File: config.mk
export PLATFORM = sky130hd
export DESIGN_NAME = interval_coalescing_tracker
export DESIGN_NICKNAME = d
export VERILOG_FILES = /design/src/sv/ict_pkg.sv /design/src/sv/interval_coalescing_tracker.sv
export SDC_FILE = /design/constraint.sdc
export NUM_CORES = 2
export LEC_CHECK = 0
export BUFFER_PORTS_ARGS = -buffer_cell sky130_fd_sc_hd__buf_2
export CORE_ASPECT_RATIO = 0.7
export CORE_MARGIN = 8
export CORE_UTILIZATION = 45
export DETAILED_ROUTE_END_ITERATION = 16
export MAX_ROUTING_LAYER = met4
export PLACE_DENSITY = 0.71
export SKIP_CTS_REPAIR_TIMING = 1
export SKIP_LAST_GASP = 1
export SLEW_MARGIN = 20
export SYNTH_ARGS = -nofsm -noshare
export SYNTH_HDL_FRONTEND = slang
export SYNTH_SLANG_ARGS = --single-unit
File: constraint.sdc
create_clock -name clock -period 40.7 [get_ports clock]
set_input_delay 2.035 -clock clock [delete_from_list [all_inputs] [get_ports clock]]
set_output_delay 2.035 -clock clock [all_outputs]
set_load 0.005 [all_outputs]
File: src/sv/ict_pkg.sv
// Package for the interval coalescing tracker: request/response payload types
// and shared constants. No dependencies.
`default_nettype none
package ict_pkg;
   localparam int MaxRangesDefault = 16;
   localparam logic [1:0] REQ_ADD   = 2'd0;
   localparam logic [1:0] REQ_QUERY = 2'd1;
   localparam logic [1:0] REQ_CLEAR = 2'd2;

   typedef struct packed {
      logic [1:0]  req_type;
      logic [63:0] offset;
      logic [31:0] length;
   } req_type_type;

   typedef struct packed {
      logic       overlap_found;
      logic       all_received;
      logic       table_full;
      logic [4:0] range_count;
   } rsp_type;
endpackage
`default_nettype wire

File: src/sv/interval_coalescing_tracker.sv
// Interval coalescing tracker top level: sorted range table in two synchronous memories
// (start/end), scanned, compacted and shifted in place by one sequencer. Depends on ict_pkg.
// One request in flight; req_ready returns the cycle after the response transfer. Clear, zero-length
// add and type 3 go straight to the response; query and dropped add scan the table once; add scans,
// compacts, shifts entries up and inserts. Sync reset clears count, total_size, sequencer; memory
// undefined.
`default_nettype none
module interval_coalescing_tracker #(
   parameter int MAX_RANGES = ict_pkg::MaxRangesDefault
) (
   input  wire                  clock,
   input  wire                  reset,
   input  wire                  req_valid,
   output logic                 req_ready,
   input  ict_pkg::req_type_type req_data,
   output logic                 rsp_valid,
   input  wire                  rsp_ready,
   output ict_pkg::rsp_type     rsp_data,
   input  wire                  csr_we,
   input  wire [63:0]           csr_wdata
);
   localparam int AW = (MAX_RANGES > 1) ? $clog2(MAX_RANGES) : 1;
   localparam int CW = $clog2(MAX_RANGES + 1);
   localparam logic [63:0] ONES = '1;

   typedef enum logic [3:0] {
      S_IDLE, S_SCAN, S_COMPACT, S_SHIFT_RD, S_SHIFT_WR, S_INSERT, S_READ0, S_RESULT, S_RSP
   } state_type;

   state_type     state_ff;
   logic [CW-1:0] count_ff, idx_ff, wr_ff;
   logic [63:0]   total_ff, a_ff, b_ff;
   logic [1:0]    op_ff;
   logic          hit_ff, full_ff, rd_ok_ff;
   ict_pkg::rsp_type rsp_ff;

   logic [63:0] mem_s [MAX_RANGES];
   logic [63:0] mem_e [MAX_RANGES];
   logic [63:0] rs_ff, re_ff;

   // one write and one read a cycle on each memory
   logic          we;
   logic [AW-1:0] waddr, raddr;
   logic [63:0]   ws, wv;

   always_ff @(posedge clock) begin
      if (we) begin
         mem_s[waddr] <= ws;
         mem_e[waddr] <= wv;
      end
      rs_ff <= mem_s[raddr];
      re_ff <= mem_e[raddr];
   end

   logic touch, inside_q, scan_hit, keep;
   always_comb begin
      touch = ((rs_ff == 64'd0) || (rs_ff - 64'd1 <= b_ff)) &&
              ((a_ff == 64'd0) || (re_ff >= a_ff - 64'd1));
      inside_q = (rs_ff <= b_ff) && (re_ff >= a_ff);
      scan_hit = (op_ff == ict_pkg::REQ_ADD) ? touch : inside_q;
      keep = rd_ok_ff && !touch;
   end

   logic [63:0] end_in;
   logic [64:0] sum;
   always_comb begin
      sum = {1'b0, req_data.offset} + {33'd0, req_data.length} - 65'd1;
      if (req_data.length == 32'd0) end_in = req_data.offset;
      else if (sum[64]) end_in = ONES;
      else end_in = sum[63:0];
   end

   // entry 0 is on rs_ff/re_ff in S_RESULT
   logic complete;
   always_comb begin
      if (total_ff == 64'd0) complete = 1'b1;
      else if (count_ff != CW'(1) || rs_ff != 64'd0) complete = 1'b0;
      else complete = (re_ff == ONES) || (re_ff + 64'd1 >= total_ff);
   end

   always_comb begin
      we = 1'b0; waddr = idx_ff[AW-1:0]; ws = a_ff; wv = b_ff;
      raddr = idx_ff[AW-1:0];
      case (state_ff)
         S_COMPACT: begin
            if (keep) begin
               we = 1'b1; waddr = wr_ff[AW-1:0]; ws = rs_ff; wv = re_ff;
            end
         end
         S_SHIFT_RD: begin
            raddr = AW'(idx_ff - CW'(1));
         end
         S_SHIFT_WR: begin
            // rs_ff holds entry idx-1; move it up unless the new range goes here
            if (rs_ff >= a_ff) begin
               we = 1'b1; ws = rs_ff; wv = re_ff;
            end
         end
         S_INSERT: begin
            we = 1'b1;
         end
         S_READ0: begin
            raddr = '0;
         end
         default: ;
      endcase
   end

   assign req_ready = (state_ff == S_IDLE);
   assign rsp_valid = (state_ff == S_RSP);
   assign rsp_data  = rsp_ff;

   always_ff @(posedge clock) begin
      if (reset) begin
         state_ff <= S_IDLE;
         count_ff <= '0;
         total_ff <= '0;
      end else begin
         if (csr_we) total_ff <= csr_wdata;
         case (state_ff)
            S_IDLE: begin
               if (req_valid && req_ready) begin
                  op_ff <= req_data.req_type;
                  a_ff <= req_data.offset;
                  b_ff <= end_in;
                  hit_ff <= 1'b0; full_ff <= 1'b0;
                  idx_ff <= '0; wr_ff <= '0; rd_ok_ff <= 1'b0;
                  if (req_data.req_type == ict_pkg::REQ_CLEAR) begin
                     count_ff <= '0;
                     state_ff <= S_READ0;
                  end else if (req_data.req_type == ict_pkg::REQ_QUERY ||
                               (req_data.req_type == ict_pkg::REQ_ADD &&
                                req_data.length != 32'd0)) begin
                     state_ff <= S_SCAN;
                  end else begin
                     state_ff <= S_READ0;
                  end
               end
            end
            S_SCAN: begin
               // pass 1: any touching range (add) or overlap (query)
               if (rd_ok_ff) hit_ff <= hit_ff | scan_hit;
               if (idx_ff < count_ff) begin
                  idx_ff <= idx_ff + CW'(1); rd_ok_ff <= 1'b1;
               end else begin
                  rd_ok_ff <= 1'b0;
                  idx_ff <= '0;
                  if (op_ff != ict_pkg::REQ_ADD) begin
                     state_ff <= S_READ0;
                  end else if (!hit_ff && !(rd_ok_ff && touch) &&
                               count_ff >= CW'(MAX_RANGES)) begin
                     full_ff <= 1'b1;
                     state_ff <= S_READ0;
                  end else begin
                     state_ff <= S_COMPACT;
                  end
               end
            end
            S_COMPACT: begin
               // pass 2: fold touching ranges into [a,b], keep the rest packed
               if (rd_ok_ff && touch) begin
                  if (rs_ff < a_ff) a_ff <= rs_ff;
                  if (re_ff > b_ff) b_ff <= re_ff;
               end
               if (idx_ff < count_ff) begin
                  if (keep) wr_ff <= wr_ff + CW'(1);
                  idx_ff <= idx_ff + CW'(1); rd_ok_ff <= 1'b1;
               end else begin
                  rd_ok_ff <= 1'b0;
                  idx_ff <= keep ? wr_ff + CW'(1) : wr_ff;
                  count_ff <= keep ? wr_ff + CW'(1) : wr_ff;
                  state_ff <= S_SHIFT_RD;
               end
            end
            S_SHIFT_RD: begin
               // idx_ff is the free slot, walking down from the top
               if (idx_ff == '0) state_ff <= S_INSERT;
               else state_ff <= S_SHIFT_WR;
            end
            S_SHIFT_WR: begin
               if (rs_ff < a_ff) begin
                  state_ff <= S_INSERT;
               end else begin
                  idx_ff <= idx_ff - CW'(1);
                  state_ff <= S_SHIFT_RD;
               end
            end
            S_INSERT: begin
               count_ff <= count_ff + CW'(1);
               state_ff <= S_READ0;
            end
            S_READ0: begin
               state_ff <= S_RESULT;
            end
            S_RESULT: begin
               rsp_ff.overlap_found <= (op_ff == ict_pkg::REQ_QUERY) && hit_ff;
               rsp_ff.all_received  <= complete;
               rsp_ff.table_full    <= full_ff;
               rsp_ff.range_count   <= 5'(count_ff);
               state_ff <= S_RSP;
            end
            S_RSP: begin
               if (rsp_ready) state_ff <= S_IDLE;
            end
            default: state_ff <= S_IDLE;
         endcase
      end
   end
endmodule
`default_nettype wire
; ---- Word-level counts from Yosys, hierarchy flattened
; Memory sizes are Yosys's and may differ from the RTL's. A register that Yosys moved wholly into a read port is not among the register bits.
; Index checks and enable logic that the tools add are counted.
; W data, S select, Z words.
[op_classes]
addsub = 9
magnitude_cmp = 10
n_eq_ne = 26
mux = 58
bitwise = 2
reduce_logical = 45
[op_table]
columns = operator, count
row1 = $mux W64, 12
row2 = $pmux W64 S2, 4
row3 = $ge A64 B64 Y1, 4
row4 = $logic_not A64 Y1, 3
row5 = $le A64 B64 Y1, 2
row6 = $sub A64 B1 Y64 const B, 2
row7 = $add A64 B32 Y65, 1
row8 = $sub A65 B1 Y65 const B, 1
row9 = $add A64 B1 Y64 const B, 1
row10 = $eq A64 B64 Y1 const B, 1
row11 = $gt A64 B64 Y1, 1
row12 = $lt A64 B64 Y1, 1
row13 = $reduce_bool A64 Y1, 1
row14 = $mux W5, 9
row15 = $pmux W4 S9, 1
row16 = $logic_not A32 Y1, 1
row17 = $reduce_bool A32 Y1, 1
row18 = $mux W4, 6
row19 = $ne A2 B2 Y1 const B, 10
row20 = $pmux W5 S4, 1
row21 = $reduce_and A4 Y1, 5
row22 = $eq A4 B3 Y1 const B, 4
row23 = $add A5 B1 Y5 const B, 3
row24 = $mux W3, 5
row25 = other kinds (32), 70
[word_totals]
regBits = 224
ram_bits = 2048
input_bits = 167
output_inout_bits = 10
mem_count = 2
[memory_table]
columns = name, words, word_bits, rd, rd_clocked_by_memory_dff, write_ports, line_no
row1 = mem_e, 16, 64, 1, 1, 1, interval_coalescing_tracker.sv:38  ; logic [63:0] mem_e [MAX_RANGES];
row2 = mem_s, 16, 64, 1, 1, 1, interval_coalescing_tracker.sv:37  ; logic [63:0] mem_s [MAX_RANGES];

; ---- Depth between registers and ports, before layout
[depth]
depth_word = 12
ltp_mapped = 27

; ---- Worst setup path before layout
; OpenSTA, ideal clock, no wires.
[synth_path]
kind = register -> register
from = reg a_ff[8]
to = mem mem_e[5][0], enable pin
setup_time_ns = 0.804
arrival_time_ns = 14.659
t_required_ns = 39.896
slack_ns = 25.236
stages_incl_launch_ff = 23
path_cell_list = edfxtp_1 -> or4_1 -> nand4b_1 -> nor3_1 -> nand2_1 -> nor4_1 -> nand2_1 -> nor3_1 -> nand3_1 -> nor2_1 -> xnor2_1 -> ha_1 -> a21o_1 -> a21o_1 -> a221oi_1 -> o21ai_0 -> a31oi_1 -> a21boi_0 -> o21ba_1 -> a21o_4 -> buf_2 -> mux2i_1 -> a211oi_1
[synth_between]
elab_chain_len = 10
[synth_lines]
columns = element, line_no
row1 = from (decl), interval_coalescing_tracker.sv:32  ; logic [63:0] total_ff, a_ff, b_ff;
row2 = from (signal assigned), interval_coalescing_tracker.sv:124  ; a_ff <= req_data.offset;
row3 = from (signal assigned), interval_coalescing_tracker.sv:162  ; if (rs_ff < a_ff) a_ff <= rs_ff;
row4 = $sub A64 B1 Y64, interval_coalescing_tracker.sv:58  ; ((a_ff == 64'd0) || (re_ff >= a_ff - 64'd1));
row5 = $ge A64 B64 Y1, interval_coalescing_tracker.sv:58
row6 = $logic_or A1 B1 Y1, interval_coalescing_tracker.sv:58
row7 = $logic_and A1 B1 Y1, interval_coalescing_tracker.sv:57  ; touch = ((rs_ff == 64'd0) || (rs_ff - 64'd1 <= b_ff)) &&
row8 = $logic_not A1 Y1, interval_coalescing_tracker.sv:61  ; keep = rd_ok_ff && !touch;
row9 = $logic_and A1 B1 Y1, interval_coalescing_tracker.sv:61
row10 = $mux W1, interval_coalescing_tracker.sv:86  ; if (keep) begin
row11 = $pmux W1 S3, interval_coalescing_tracker.sv:84  ; case (state_ff)
row12 = $mux W1, interval_coalescing_tracker.sv:47  ; if (we) begin
row13 = $mux W1 (implied by the code), interval_coalescing_tracker.sv:49  ; mem_e[waddr] <= wv;
row14 = to (decl), interval_coalescing_tracker.sv:38
; Several ways; a longest one is shown, not always the timed one.

; ---- Final worst setup path
[layout_path]
from = reg rs_ff[8], read port of mem_s
to = mem mem_s[5][44], data pin
[layout_between]
elab_chain_len = 8
[layout_lines]
columns = element, line_no
row1 = from (decl), interval_coalescing_tracker.sv:39  ; logic [63:0] rs_ff, re_ff;
row2 = $sub A64 B1 Y64, interval_coalescing_tracker.sv:57
row3 = $le A64 B64 Y1, interval_coalescing_tracker.sv:57
row4 = $logic_or A1 B1 Y1, interval_coalescing_tracker.sv:57
row5 = $logic_and A1 B1 Y1, interval_coalescing_tracker.sv:57
row6 = $logic_not A1 Y1, interval_coalescing_tracker.sv:61
row7 = $logic_and A1 B1 Y1, interval_coalescing_tracker.sv:61
row8 = $mux W64, interval_coalescing_tracker.sv:86
row9 = $pmux W64 S2 (*), interval_coalescing_tracker.sv:84
row10 = net ws[44], interval_coalescing_tracker.sv:44  ; logic [63:0] ws, wv;
row11 = to (decl), interval_coalescing_tracker.sv:37
; The timed path passes the listed nets; every way through them passes the cells marked *.

==> results.json <==
{
  "clk_pin_slew_ns": 0.07,
  "maxCapViolations": 0,
  "synth.avg_cell_area_um2": 14.67,
  "max_freq_mhz": 101.2,
  "hp-class": "reg -> reg",
  "wl_per_cell_um": 29.13,
  "place.gp.congestion": 1.003,
  "totalWireLength_um": 326200,
  "grt_pass1_wl_um": 468200,
  "grt_overflow": 0,
  "cp-end-kind": "flip-flop",
  "leakage_nw": 43.54,
  "dieArea_um2": 262400,
  "ir_drop_uv": 93.90,
  "dr.pass1.iters": 6,
  "swShare_pct": 37.72,
  "slew_violations": 0,
  "htreeDepth": 4,
  "die_x_um": 608.8,
  "p_per_area_nw_per_um2": 76.89,
  "clockRootBuffer": "clkbuf_16",
  "ys_types": 79,
  "die_h_um": 431.0,
  "hold_ws_ns": 0.5047,
  "finClkSkew_ns": 0.06978,
  "grt_pass1_vias": 67150,
  "ys_seq_area_share_pct": 63.29,
  "relSlewSlack_pct": 6.357,
  "netlist.area_leader.share_pct": 59.65,
  "mostFrequentLayoutCells": "edfxtp_1, nand2_1, ha_1",
  "crit_arrival_ns": 10.45,
  "syn_inst": 7544,
  "start_util_pct": 45.19,
  "fin_crit_sh_pct": 24.28,
  "via_count": 69350,
  "max_slew.worst_pin.slew_ns": 1.401,
  "io_buffers": 176,
  "drive_gt1_share_pct": 16.81,
  "drc": 0,
  "critPathMaxFanout": 38,
  "synth_nets": 8270,
  "cts_buffers": 211,
  "core_um2": 245000,
  "drtIter0Drc": 9245,
  "synth_largest_area_cell": "edfxtp_1",
  "path_class": "reg -> reg",
  "clock_sinks": 2400,
  "ys_warn_count": 0,
  "async_flop_share_pct": 0,
  "grt_max_degree": 172,
  "hold_viol_final": 0,
  "fin_util_pct": 50.24,
  "layout_commonest_cell": "edfxtp_1",
  "rsz0062_at_grt": "no",
  "area_delta_synth_final_pct": 11.17,
  "p_seq_share_pct": 36.7,
  "cts_buffer_depth": 4,
  "syn_area_um2": 110700,
  "synth_edf_count": 2199,
  "final.setup.tns_ns": 0,
  "finalSetupViolations": 0,
  "p_sw_w": 0.003569,
  "layout.nets": 8508,
  "final.min_clock_period_ns": 9.881,
  "grt_use_total_pct": 24.81,
  "pin_count": 177,
  "p_int_w": 0.005893,
  "cts_tree": "done",
  "rows": 152,
  "p_comb_share_pct": 41.5,
  "status": "completed",
  "dp_hpwl_um": 206300,
  "worst_setup_path_start_kind": "flip-flop",
  "antenna_found_initial": 20,
  "critPathRequiredTime_ns": 41.27,
  "ant_nets": 0,
  "via_per_inst": 6.193,
  "synth_area_leaders": "edfxtp_1, mux4_2, ha_1, dfxtp_1, nand2_1",
  "insertion_delay_ns": 0.89,
  "ys_ff_latch": 2400,
  "synth_top_flop_cell": "edfxtp_1",
  "totalPowerFinal_w": 0.009462,
  "p_clk_share_pct": 21.8
}
[routing by layer]
layer,track usage (%),part of all wire [%],up-vias,routed length [um]
li1,-,-,29610,-
met1,34.82,41,35060,132800
met2,36.28,44,4029,143300
met3,4.842,11,651,36740
met4,8.767,4.1,0,13390
met5,-,0,-,0
[area by class of cell]
| class | count | area (um2) |
|---|---|---|
| diodes | 9 | 22.52 |
| clock buffers | 276 | 5777 |
| well taps | 3234 | 4046 |
| fillers | 20110 | 121900 |
| multi-input cells | 4422 | 38120 |
| clock inverters | 110 | 1260 |
| inverters | 399 | 1498 |
| flip-flops and latches | 2400 | 70060 |
| repair buffers | 348 | 2287 |
[sequential cells by signal, summed over array words and instances, names as in the netlist, 2 cells and up]
signal	flops
state_ff	4
count_ff	5
total_ff	64
a_ff	64
op_ff	2
wr_ff	5
rs_ff	64
rsp_data	8
mem_e	1024
b_ff	64
mem_s	1024
re_ff	64
idx_ff	5
[worst max-delay path, cell delays in order, from the launching register on]
cell and delay [ns]:
dfxtp_1 0.41, nor4_1 0.72, nand2_1 0.40, nor2_1 0.24, nand2_1 0.11, nor2_1 0.50
nand3_1 0.52, nor2_1 0.38, nand2_1 0.22, nor3_1 0.28, xor2_1 0.10, ha_1 0.32
nand4_1 0.19, nor2_1 0.19, nand4_1 0.14, nor4_2 0.76, nand4_1 0.17, o31a_1 0.34
a31oi_4 0.29, a21o_4 0.25, a21boi_4 0.21, buf_4 0.59, buf_4 0.73, buf_4 0.80
mux2_2 0.54
[power groups by stage]
stage | Sequential, W | Clock, W | Combinational [W]
2_1_floorplan | 0.00346 | 0 | 0.00262
3_3_place_gp | 0.00351 | 0 | 0.00378
3_5_place_dp | 0.00352 | 0 | 0.00385
4_1_cts | 0.00347 | 0.00208 | 0.00388
5_1_grt | 0.00349 | 0.00218 | 0.00422
6_report | 0.00347 | 0.00206 | 0.00392
[cells by family (layout without fill, tap and decap cells)]
family	Yosys count	in the layout	synth area share (%)
xor+xnor	237	237	1.875
mux	695	695	12.11
simple gates	1861	1861	7.767
fa+ha+maj	559	559	6.325
other cells	0	9	0
buf+inv	722	1133	2.573
flops	2400	2400	63.29
compound gates	1070	1070	6.063
[synthesized netlist by cell type (13+ instances only)]
master,number
a211oi_1,43
a21o_1,150
a21oi_1,225
a221oi_1,13
a311oi_1,32
a31oi_1,146
and2_1,18
and3_1,157
buf_1,75
clkbuf_1,224
dfxtp_1,201
edfxtp_1,2199
ha_1,558
inv_1,399
mux2_2,78
mux2_4,49
mux2i_1,80
mux4_2,488
nand2_1,929
nand2b_1,26
nand3_1,102
nand4_1,124
nor2_1,234
nor2b_1,32
nor3_1,92
nor4_1,65
o211ai_1,14
o21a_1,21
o21ai_0,271
o21bai_1,18
o22ai_1,56
or3_1,25
or4_1,14
xnor2_1,176
xor2_1,61
[stage by stage]
stage               setup WS [ns]  cell area [um2]  instances
floorplan                   25.24           110700       7544
CTS                         31.16           123000      11190
global route                30.40           123100      11200
global placement            31.30           116000      10800
finish                      30.82           123100      11200
detailed placement          31.20           116000      10800
[path summary, 6_finish.rpt]
path / from / slack [ns] / depth (start not counted) / endpoint
max: rs_ff[8] / 30.82 / 24 / mem_s[5][44]
min: full_ff / 0.50 / 0 / rsp_data[5]
max reg2reg: rs_ff[8] / 30.82 / 24 / mem_s[5][44]
min reg2reg: full_ff / 0.50 / 0 / rsp_data[5]
(Power assumes the default switching activity.)
